[config.mk]
export PLATFORM = sky130hd
export DESIGN_NAME = bma_div
export DESIGN_NICKNAME = d
export VERILOG_FILES = /design/src/rtl/bma_pkg.sv /design/src/rtl/bma_div.sv
export SDC_FILE = /design/constraint.sdc
export NUM_CORES = 1
export LEC_CHECK = 0
export ABC_AREA = 0
export BUFFER_PORTS_ARGS = -buffer_cell sky130_fd_sc_hd__buf_2
export CAP_MARGIN = 0
export CORE_MARGIN = 3
export CORE_UTILIZATION = 33
export DETAILED_ROUTE_END_ITERATION = 16
export PLACE_DENSITY = 0.64
export SLEW_MARGIN = 20
export SYNTH_ARGS = -nofsm -noshare
export SYNTH_HDL_FRONTEND = slang
export SYNTH_SLANG_ARGS = --single-unit
[constraint.sdc]
create_clock -name clk -period 3.65 [get_ports clk]
set_input_delay 1.095 -clock clk [delete_from_list [all_inputs] [get_ports clk]]
set_output_delay 1.095 -clock clk [all_outputs]
set_load 0.03 [all_outputs]
[src/rtl/bma_pkg.sv]
`timescale 1ns / 1ps
// ----------------------------------------------------------------------------
// bma_pkg
// Shared types, constants and helpers of the binned moment accumulator.
// ----------------------------------------------------------------------------
package bma_pkg;

    localparam int NUM_BINS = 4096;
    localparam int BIN_W    = $clog2(NUM_BINS);

    // Register indexes
    localparam logic [1:0] REG_ORIGIN    = 2'd0;
    localparam logic [1:0] REG_WIDTH     = 2'd1;
    localparam logic [1:0] REG_COUNT     = 2'd2;
    localparam logic [1:0] REG_MINLEN    = 2'd3;

    // Item codes
    localparam logic [1:0] FUNC_SAMPLE = 2'd0;
    localparam logic [1:0] FUNC_CLOSE  = 2'd1;
    localparam logic [1:0] FUNC_READ   = 2'd2;

    // Run entry: hits and five sums
    typedef struct packed {
        logic [31:0]        hits;
        logic signed [63:0] sx;
        logic signed [63:0] sy;
        logic signed [63:0] sxx;
        logic signed [63:0] syy;
        logic signed [63:0] sxy;
    } run_t;

    // Total entry: runs and five sums of means
    typedef struct packed {
        logic [31:0]        runs;
        logic signed [63:0] mx;
        logic signed [63:0] my;
        logic signed [63:0] mxx;
        logic signed [63:0] myy;
        logic signed [63:0] mxy;
    } tot_t;

    localparam int RUN_W = $bits(run_t);
    localparam int TOT_W = $bits(tot_t);

    // Saturating signed 64-bit add
    function automatic logic signed [63:0] add_sat(input logic signed [63:0] a,
                                                   input logic signed [63:0] b);
        logic signed [64:0] s;
        s = {a[63], a} + {b[63], b};
        if (s[64] != s[63])
            return s[64] ? {1'b1, 63'd0} : {1'b0, {63{1'b1}}};
        return s[63:0];
    endfunction

    function automatic logic [31:0] inc_sat(input logic [31:0] a);
        return (a == 32'hFFFF_FFFF) ? a : a + 32'd1;
    endfunction

endpackage

[src/rtl/bma_div.sv]
`timescale 1ns / 1ps
// ----------------------------------------------------------------------------
// bma_div
// Radix-2 restoring divider, signed 64-bit dividend by unsigned 32-bit
// divisor, truncating toward zero, one quotient bit a cycle.
// ----------------------------------------------------------------------------
module bma_div (
    input  logic               clk,
    input  logic               rst_n,
    input  logic               start,
    input  logic signed [63:0] dividend,
    input  logic [31:0]        divisor,
    output logic               done,
    output logic signed [63:0] quotient
);
    import bma_pkg::*;

    logic [63:0] q_reg, q_next;
    logic [32:0] r_reg, r_next;
    logic [31:0] d_reg, d_next;
    logic        neg_reg, neg_next;
    logic [6:0]  cnt_reg, cnt_next;
    logic        run_reg, run_next;
    logic        done_reg, done_next;
    logic [33:0] trial;
    logic [32:0] shifted;

    assign shifted = {r_reg[31:0], q_reg[63]};
    assign trial   = {1'b0, shifted} - {2'b00, d_reg};

    // Shift one quotient bit a cycle
    always_comb
    begin
        q_next    = q_reg;
        r_next    = r_reg;
        d_next    = d_reg;
        neg_next  = neg_reg;
        cnt_next  = cnt_reg;
        run_next  = run_reg;
        done_next = 1'b0;
        if (start)
        begin
            q_next   = dividend[63] ? 64'(-dividend) : 64'(dividend);
            r_next   = '0;
            d_next   = divisor;
            neg_next = dividend[63];
            cnt_next = 7'd0;
            run_next = 1'b1;
        end
        else if (run_reg)
        begin
            if (!trial[33])
            begin
                r_next = trial[32:0];
                q_next = {q_reg[62:0], 1'b1};
            end
            else
            begin
                r_next = shifted;
                q_next = {q_reg[62:0], 1'b0};
            end
            cnt_next = cnt_reg + 7'd1;
            if (cnt_reg == 7'd63)
            begin
                run_next  = 1'b0;
                done_next = 1'b1;
            end
        end
    end

    always_ff @(posedge clk or negedge rst_n)
    begin
        if (!rst_n)
        begin
            run_reg  <= 1'b0;
            done_reg <= 1'b0;
            cnt_reg  <= '0;
        end
        else
        begin
            run_reg  <= run_next;
            done_reg <= done_next;
            cnt_reg  <= cnt_next;
        end
    end

    always_ff @(posedge clk)
    begin
        q_reg   <= q_next;
        r_reg   <= r_next;
        d_reg   <= d_next;
        neg_reg <= neg_next;
    end

    assign done     = done_reg;
    assign quotient = neg_reg ? 64'(-q_reg) : q_reg;
endmodule

==> flow_metrics.env, run 1 <==
export IMPL_clock_root_buffer="clkbuf_16"
export IMPL_synthFlopType="edfxtp_1"
export IMPL_grt_pass1_vias=9437
export IMPL_status="finished, violations left"
export IMPL_p_leak_nw=5.94
export IMPL_rsz0062_at_grt="yes"
export IMPL_clk_pin_slew_worst_paths_ps=60
export IMPL_critPathKind="register to output port"
export IMPL_cts_tree="yes"
export IMPL_crit_chain="or4_4 -> or4_4 -> nor4_4 -> nand2_1 -> or2_4 -> or3_4 -> o41ai_4 -> xnor2_2 -> buf_6"
export IMPL_setup_slack_ps=-909
export IMPL_initial_core_util_pct=34.0
export IMPL_htreeDepth=4
export IMPL_clkPwrFrac_pct=24.8
export IMPL_routedWlPerCell_um=17.2
export IMPL_power_w=0.00735
export IMPL_cp_arrival_ps=3460
export IMPL_critPathSlowestCell="or4_4"
export IMPL_cts_hold_buffers=0
export IMPL_syn_area_um2=9950
export IMPL_rows=62
export IMPL_holdPathStages=1
export IMPL_fin_crit_sh_pct=125
export IMPL_grt_max_degree=74
export IMPL_cp_common_cell="or4_4"
export IMPL_cp_max_fo=7
export IMPL_synthesis_instances=1126
export IMPL_synth_seq_cells=138
export IMPL_max_freq_mhz=219
export IMPL_grt_pass1_wl_um=49300
export IMPL_largest_register_ffs=64
export IMPL_numCtsBuffers=17
export IMPL_dp_hpwl_um=22400
export IMPL_synthDistinctLibCells=68
export IMPL_crit_path_end_kind="output port"
export IMPL_io_pins=164
export IMPL_dp_cells=1772
export IMPL_synth_top_area_share_pct=29.3
export IMPL_final_hold_viol_count=0
export IMPL_synth_edf_count=97
export IMPL_comb_power_share_pct=44.6
export IMPL_dr_first_iter_drc_count=786
export IMPL_violations="negative setup slack"
export IMPL_drc_errors=0
export IMPL_critPathLaunchType="register"
export IMPL_drt_total_wl_um=31300
export IMPL_crit_start="q_reg[30]"
export IMPL_critical_path_depth=9
export IMPL_fill_cells=2667
export IMPL_num_nets_final=1561
export IMPL_synth_commonest_cells="nor2_1, edfxtp_1, a21oi_1"
export IMPL_cpPeakStageDelay_ps=560
export IMPL_endpoint="quotient[61]"
export IMPL_overflow=0
export IMPL_yosys_top_cells_area="edfxtp_1, xnor2_1, dfxtp_1, xor2_1, a21oi_1"
export IMPL_yosys_warnings=0
export IMPL_maxCapViolations=0
export IMPL_r2r_end="r_reg[14]"
export IMPL_antenna_left=0
export IMPL_fin_crit_ps=4560
export IMPL_final_cell_count_no_fill=1823
export IMPL_die_y_um=180
export IMPL_viasPerCell=5.42
export IMPL_rr_worst_depth=12
export IMPL_syn_avg_cell_area_um2=8.84
export IMPL_portBuffers=163
export IMPL_max_slew_worst_pin_slew_ps=879
export IMPL_clk_latency_ps=430
export IMPL_peakVddDrop_mv=0.268
export IMPL_synth_seq_area_share_pct=38.0
export IMPL_whs_ps=475
export IMPL_drtPass1Iterations=5
export IMPL_cp_required_ps=2550
export IMPL_num_vias=9880
export IMPL_path_delay_family="simple AND/OR/NAND/NOR gates"
export IMPL_synthArstFlopShare_pct=6.52
export IMPL_drive_above_1_share_pct=34.5
export IMPL_relSlewSlack_pct=41.2
export IMPL_power_density_nw_per_um2=519
export IMPL_finalSetupViolCount=43
export IMPL_drv_slew=0
export IMPL_antenna_found_initial=1
export IMPL_hold_class="register to register"
export IMPL_clock_skew_final_ps=9.49
export IMPL_core_area_um2=29200
export IMPL_die_area_um2=32300
export IMPL_synth_most_common_cell="nor2_1"
export IMPL_p_sw_w=0.00283
export IMPL_setup_tns_ps=-24690
export IMPL_pwr_share_seq_pct=30.6
export IMPL_internal_power_w=0.00452
export IMPL_clockBufferDepth=2
export IMPL_die_w_um=180
export IMPL_grt_usage_pct=18.5
export IMPL_gp_congestion=0.877
export IMPL_synth_top_cell_by_area="edfxtp_1"
export IMPL_r2r_start="d_reg[1]"
export IMPL_synth_nets=1261
export IMPL_swShare_pct=38.4
export IMPL_cts_sinks=138
export IMPL_reg2reg_slack_ps=340
export IMPL_syn2layout_area_growth_pct=42.4
export IMPL_worst_path_buf_inv=1
[cell usage in the layout (no fill, tap or decap), types with 7 or more instances in the layout]
cell type / instances
a21o_1: 18
a21oi_1: 93
a311oi_1: 12
a31oi_1: 11
and3_1: 15
buf_2: 114
buf_4: 177
buf_6: 44
clkbuf_16: 17
dfrtp_1: 9
dfxtp_1: 32
edfxtp_1: 97
ha_1: 35
inv_1: 51
nand2_1: 58
nand2b_1: 10
nand3_1: 36
nand4_1: 16
nor2_1: 121
nor3_1: 12
nor4_1: 7
o211ai_1: 13
o21ai_0: 53
o21ai_4: 12
o31ai_1: 29
o31ai_4: 14
o41ai_1: 12
or2_2: 10
or3_1: 19
or3_4: 7
or4_1: 9
or4_4: 8
xnor2_1: 52
xnor2_2: 29
xor2_1: 67
[area by class of cell]
cell class                      count  area (um2)  share of cell area (%)
Inverter                           53         199                    1.40
Tap cell                          384         480                    3.39
Antenna cell                        1        2.50                  0.0177
Multi-Input combinational cell    875        6600                    46.6
Clock buffer                       19         433                    3.05
Timing Repair Buffer              341        2500                    17.6
Sequential cell                   138        3780                    26.7
Clock inverter                     12         175                    1.24
[how the worst min path moves through the flow]
stage | slack, ps | from | to
3_5_place_dp | 470 | cnt_reg[6] | done
4_1_cts | 480 | cnt_reg[6] | done
5_1_grt | 510 | rst_n | done
3_3_place_gp | 460 | cnt_reg[6] | done
6_report | 480 | cnt_reg[6] | done
2_1_floorplan | 440 | cnt_reg[6] | done
[layer usage]
metal	global-route usage, %	share of wire [%]	vias to the layer above
met5	0	0	-
met4	4.76	1.6	0
met3	3.66	6.4	36
met2	31.3	49	363
met1	24.3	43	4716
li1	-	-	4765
[logic make-up (layout without fill, tap and decap cells)]
kind of cell	count (synthesis)	count (layout)	synth area share, %
and+or+nand+nor	359	359	18.0
AOI/OAI and AO/OA	327	327	21.6
xor gates and xnor gates	150	150	13.2
DFF	138	138	38.0
buffers and inverters	113	425	4.33
adders and majority gates	36	36	4.60
muxes	3	3	0.314
other	0	1	0
[power by group through the flow]
stage / Sequential, W / Clock [W] / Combinational (W)
after floorplan: 0.00221 / 0 / 0.00210
after global placement: 0.00225 / 0 / 0.00296
after detailed placement: 0.00226 / 0 / 0.00300
after CTS: 0.00223 / 0.00186 / 0.00320
after global routing: 0.00228 / 0.00192 / 0.00357
final: 0.00225 / 0.00182 / 0.00328
[worst register-to-register path, cell delays in order, from the launching register on]
cell and delay, ps:
edfxtp_1 380, inv_1 90, ha_1 270, nor2b_1 170
o31ai_1 140, a211oi_1 360, a2111o_1 320, nand3_1 200
a21boi_1 280, buf_4 320, nor2_1 110, buf_4 180
a2111oi_0 380
[through the flow]
step | area, um2 | util (%) | worst slack [ps]
2_1_floorplan | 10200 | - | -393
3_3_place_gp | 12500 | 42.8 | -447
3_5_place_dp | 12500 | 42.8 | -486
4_1_cts | 13800 | 47.3 | -868
5_1_grt | 14200 | 48.5 | -977
6_report | 14200 | 48.5 | -909
[timing repair]
action	4_1_cts	5_1_grt
resized for setup	158	50
pin swaps	20	24
setup buffers	7	17
gates cloned	0	0
setup endpoints to repair	48	52
(Power assumes the default switching activity.)
==> run 2: changes to the inputs <==
--- a/config.mk
+++ b/config.mk
@@ -8,10 +8,12 @@
 export ABC_AREA = 0
 export BUFFER_PORTS_ARGS = -buffer_cell sky130_fd_sc_hd__buf_2
 export CAP_MARGIN = 0
+export CORE_ASPECT_RATIO = 1.1
 export CORE_MARGIN = 3
 export CORE_UTILIZATION = 33
 export DETAILED_ROUTE_END_ITERATION = 16
 export PLACE_DENSITY = 0.64
+export RECOVER_POWER = 50
 export SLEW_MARGIN = 20
 export SYNTH_ARGS = -nofsm -noshare
 export SYNTH_HDL_FRONTEND = slang
==> run 2 against run 1 <==
The run ends with max-capacitance violations, max-slew violations, negative setup slack left. Die area about the same. Largest cell class unchanged. Flip-flop and latch count unchanged. Register-to-register slack better by 30 ps. Cell count down 0.33%. Count of clock-buffer cells in the layout down 1. Non-clock buffer count up 3. First-iteration DRC count up 0.51%. Routed wire length down 3.8%. Setup slack worse by 15 ps. Combinational power down 2%. Highest routed layer unchanged. Core utilization down 0.94 points.
==> flow_metrics.env, run 2 (synthesis results as in run 1) <==
export IMPL_status="finished, violations left"
export IMPL_violations="max-capacitance violations, max-slew violations, negative setup slack"
export IMPL_dp_hpwl_um=22300
export IMPL_rows=66
export IMPL_max_slew_worst_pin_slew_ps=2140
export IMPL_viasPerCell=5.33
export IMPL_drive_above_1_share_pct=33.9
export IMPL_routedWlPerCell_um=16.6
export IMPL_cts_tree="yes"
export IMPL_die_area_um2=32300
export IMPL_syn2layout_area_growth_pct=41.6
export IMPL_io_pins=164
export IMPL_power_density_nw_per_um2=515
export IMPL_relSlewSlack_pct=-43.0
export IMPL_whs_ps=489
export IMPL_portBuffers=163
export IMPL_grt_pass1_wl_um=47800
export IMPL_maxCapViolations=1
export IMPL_die_w_um=172
export IMPL_grt_max_degree=72
export IMPL_numCtsBuffers=17
export IMPL_critPathLaunchType="register"
export IMPL_drv_slew=53
export IMPL_clock_root_buffer="clkbuf_16"
export IMPL_setup_slack_ps=-925
export IMPL_die_y_um=188
export IMPL_rsz0062_at_grt="yes"
export IMPL_max_freq_mhz=219
export IMPL_final_cell_mix="buf_4, nor2_1, buf_2"
export IMPL_num_vias=9680
export IMPL_p_leak_nw=5.89
export IMPL_core_area_um2=29600
export IMPL_drt_total_wl_um=30200
export IMPL_grt_pass1_vias=9417
export IMPL_hold_class="register to register"
export IMPL_initial_core_util_pct=33.6
export IMPL_clock_skew_final_ps=11.4
export IMPL_clk_pin_slew_worst_paths_ps=60
export IMPL_post_route_util_pct=47.5
export IMPL_finalSetupViolCount=132
export IMPL_largest_register_ffs=64
export IMPL_clockBufferDepth=2
export IMPL_peakVddDrop_mv=0.261
export IMPL_fin_crit_ps=4570
export IMPL_reg2reg_slack_ps=370
export IMPL_cp_max_fo=6
export IMPL_drtPass1Iterations=5
export IMPL_antenna_found_initial=0
export IMPL_drc_errors=0
export IMPL_cp_arrival_ps=3480
export IMPL_htreeDepth=4
export IMPL_overflow=0
export IMPL_fin_crit_sh_pct=125
export IMPL_dr_first_iter_drc_count=790
export IMPL_clk_latency_ps=420
export IMPL_critPathKind="register to output port"
export IMPL_cts_sinks=138
export IMPL_crit_path_end_kind="output port"
export IMPL_gp_congestion=0.862
export IMPL_grt_usage_pct=18.3
export IMPL_cp_required_ps=2550
export IMPL_final_common_cell="buf_4"
export IMPL_antenna_left=0
export IMPL_num_nets_final=1564
export IMPL_final_hold_viol_count=0
## run 2: what timing repair did
action                     CTS  global route
hold buffers                 0             0
pin swaps                   25            18
setup endpoints to repair   49            53
buffers inserted             9            11
resized for setup          171            19
## run 2: area by class of cell
cell class	count	area, um2
Multi-Input combinational cell	875	6530
Inverter	53	199
Clock inverter	14	173
Fill cell	2748	15600
Clock buffer	18	429
Tap cell	374	468
Sequential cell	138	3780
Timing Repair Buffer	344	2510
Antenna cell	1	2.50
## run 2: stage by stage
stage | power [W] | setup TNS, ps | cell area (um2) | setup WS, ps | instances
floorplan | 0.00431 | -5080 | 10200 | -393 | 1126
global placement | 0.00523 | -11950 | 12600 | -457 | 1768
detailed placement | 0.00528 | -13630 | 12600 | -566 | 1768
CTS | 0.00726 | -22970 | 14000 | -894 | 1809
global route | 0.00771 | -85930 | 14100 | -1030 | 1816
finish | 0.00726 | -35570 | 14100 | -925 | 1817
## run 2: layer usage
metal  track usage, %  vias to the layer above  wire (um)
li1                 -                     4779          -
met1             24.0                     4573      13100
met2             31.8                      293      14900
met3             2.40                       35       1600
met4             4.80                        0        484
met5                0                        -          0
## run 2: path summary, 6_finish.rpt
check | startpoint | endpoint | depth (start not counted)
setup / recovery | q_reg[30] | quotient[53] | 10
hold / removal | cnt_reg[6] | done | 1
setup reg to reg | q_reg[63] | r_reg[28] | 13
hold reg to reg | cnt_reg[6] | done | 1
max in group asynchronous | rst_n | cnt_reg[1] | 1
min in group asynchronous | rst_n | cnt_reg[4] | 1
## run 2: report_power, final
group	internal (W)	switching [W]	total (W)
Clock	0.00108	0.000717	0.00179
Sequential	0.00198	0.000251	0.00223
Combinational	0.00141	0.00183	0.00323
## run 2: critical path, stage by stage (launching register included)
cell and delay (ps):
edfxtp_1 390, or4_4 560, or4_4 460, nor4_4 170, nand2_1 110, or2_4 280
or3_4 350, buf_12 160, o31ai_4 270, xnor2_2 150, buf_6 150
==> run 3: changes to the inputs <==
==> constraint.sdc (replaced) <==
create_clock -name clk -period 3.65 [get_ports clk]
set_input_delay 0.1825 -clock clk [delete_from_list [all_inputs] [get_ports clk]]
set_output_delay 0.1825 -clock clk [all_outputs]
set_load 0.03 [all_outputs]
==> run 3 against run 2 <==
The run ends with max-capacitance violations, max-slew violations left. Combinational power down 11%. Sequential share of layout area up 3.6 points. Critical endpoint is now quotient[61]. Routed wire length down 3.7%. Core utilization down 5.7 points. Count of clock-buffer cells in the layout stayed put. Largest power group unchanged.
==> flow_metrics.env, run 3 (synthesis results as in run 1) <==
export IMPL_dr_first_iter_drc_count=665
export IMPL_critPathKind="register to output port"
export IMPL_min_to="q_reg[18]"
export IMPL_rsz0062_at_grt="yes"
export IMPL_num_nets_final=1463
export IMPL_grt_max_degree=143
export IMPL_drive_above_1_share_pct=21.6
export IMPL_routedWlPerCell_um=16.9
export IMPL_portBuffers=163
export IMPL_clk_latency_ps=430
export IMPL_final_cell_mix="buf_2, nor2_1, edfxtp_1"
export IMPL_num_vias=9321
export IMPL_die_y_um=188
export IMPL_drc_errors=0
export IMPL_wl_met1_um=12500
export IMPL_cp_max_fo=7
export IMPL_cp_arrival_ps=3460
export IMPL_reg2reg_slack_ps=300
export IMPL_path_delay_family="simple AND/OR/NAND/NOR gates"
export IMPL_final_common_cell="buf_2"
export IMPL_critPathLaunchType="register"
export IMPL_largest_register_ffs=64
export IMPL_clk_pin_slew_worst_paths_ps=70
export IMPL_dp_cells=1628
export IMPL_p_leak_nw=4.98
export IMPL_die_w_um=172
export IMPL_io_pins=164
export IMPL_critPathSlowestCell="or4_4"
export IMPL_crit_chain="or4_4 -> or4_4 -> nor4_4 -> nand2_1 -> or2_4 -> or3_4 -> o41ai_4 -> xnor2_1 -> buf_4"
export IMPL_relSlewSlack_pct=-32.9
export IMPL_final_cell_count_no_fill=1716
export IMPL_fin_crit_sh_pct=99.8
export IMPL_grt_pass1_wl_um=46100
export IMPL_max_freq_mhz=274
export IMPL_grt_usage_pct=17.6
export IMPL_drtPass1Iterations=5
export IMPL_fin_crit_ps=3640
export IMPL_die_area_um2=32300
export IMPL_numCtsBuffers=17
export IMPL_multi_input_area_um2=5910
export IMPL_r2r_start="q_reg[63]"
export IMPL_htreeDepth=4
export IMPL_violations="max-capacitance violations, max-slew violations"
export IMPL_antenna_left=0
export IMPL_holdCritStartpoint="dividend[18]"
export IMPL_peakVddDrop_mv=0.278
export IMPL_cp_common_cell="or4_4"
export IMPL_wl_met2_um=13900
export IMPL_final_hold_viol_count=0
export IMPL_cts_sinks=138
export IMPL_post_route_util_pct=41.9
export IMPL_clock_root_buffer="clkbuf_16"
export IMPL_cpPeakStageDelay_ps=570
export IMPL_r2r_end="r_reg[28]"
export IMPL_worst_path_buf_inv=1
export IMPL_syn2layout_area_growth_pct=24.7
export IMPL_rr_worst_depth=13
export IMPL_holdPathStages=3
export IMPL_crit_path_end_kind="output port"
export IMPL_antenna_found_initial=2
export IMPL_grt_pass1_vias=9066
export IMPL_drv_slew=47
export IMPL_rows=66
export IMPL_viasPerCell=5.43
export IMPL_power_density_nw_per_um2=547
export IMPL_cp_required_ps=3470
export IMPL_clock_skew_final_ps=23.6
export IMPL_gp_congestion=0.875
export IMPL_routed_top_layer="met5"
export IMPL_core_area_um2=29600
export IMPL_max_slew_worst_pin_slew_ps=1990
export IMPL_cts_tree="yes"
export IMPL_clockBufferDepth=2
export IMPL_routed_wl_met3_um=1760
export IMPL_initial_core_util_pct=33.6
export IMPL_dp_hpwl_um=20700
export IMPL_overflow=0
export IMPL_hold_class="input pin to register"
export IMPL_maxCapViolations=1
export IMPL_fill_cells=2913
export IMPL_status="finished, violations left"
export IMPL_final_seq_area_um2=3780
export IMPL_drt_total_wl_um=29000
export IMPL_finalSetupViolCount=0
-- run 3: cell type report --
| type | count | area share [%] |
|---|---|---|
| repair buffers | 243 | 12.2 |
| clock buffers | 18 | 3.46 |
| diodes | 1 | 0.0202 |
| multi-input cells | 875 | 47.6 |
| well taps | 374 | 3.77 |
| flip-flops and latches | 138 | 30.4 |
| inverters | 53 | 1.60 |
| clock inverters | 14 | 0.877 |
-- run 3: worst reg2reg max path: stages, from the launching register on --
cell and delay (ps):
edfxtp_1 490, inv_1 100, ha_1 160, inv_1 50, fa_1 420, a211o_1 320
a21oi_1 240, o211ai_1 250, a2111oi_2 420, buf_4 180, o31ai_1 60, a21oi_1 180
xnor2_1 110, a31o_2 250
-- run 3: repair_timing --
item                                   4_1_cts  5_1_grt
hold buffers                                33        0
buffers inserted                            10       12
resized for setup                           25       23
gates cloned                                 0        0
pin swaps                                    4       12
endpoints found under the hold margin       41        0
setup endpoints to repair                   19       19
-- run 3: layer usage --
| metal | up-vias | track usage (%) |
|---|---|---|
| met5 | - | 0 |
| met4 | 4 | 6.90 |
| met3 | 53 | 3.65 |
| met2 | 312 | 29.2 |
| met1 | 4390 | 22.3 |
| li1 | 4562 | - |
-- run 3: how the worst max path moves through the flow --
stage                          from      endpoint  cells after the start  slack, ps
final                     q_reg[30]  quotient[61]                      9          6
after global routing      q_reg[11]  quotient[42]                      9        -90
after CTS                 q_reg[30]  quotient[61]                      9        -70
after detailed placement  q_reg[63]     r_reg[28]                     13         90
after global placement    q_reg[63]     r_reg[28]                     13         80
after floorplan           q_reg[30]  quotient[61]                     10        440
-- run 3: where the power goes --
group          switching [W]  internal, W  total [W]  leakage [nW]
sequential          0.000292      0.00199    0.00228          1.35
clock               0.000715     0.000926    0.00164         0.254
combinational        0.00171      0.00116    0.00287          3.38
-- run 3: metrics by stage --
stage | area [um2] | hold slack (ps) | setup TNS [ps] | total power, W | setup WS, ps
4_1_cts | 12200 | 143 | -188 | 0.00676 | -70.8
6_report | 12400 | 158 | 0 | 0.00679 | 5.73
3_5_place_dp | 11200 | 43.3 | 0 | 0.00504 | 93.3
3_3_place_gp | 11200 | 45.7 | 0 | 0.00503 | 81.4
5_1_grt | 12400 | 169 | -1220 | 0.00723 | -92.1
2_1_floorplan | 9950 | -113 | 0 | 0.00425 | 437
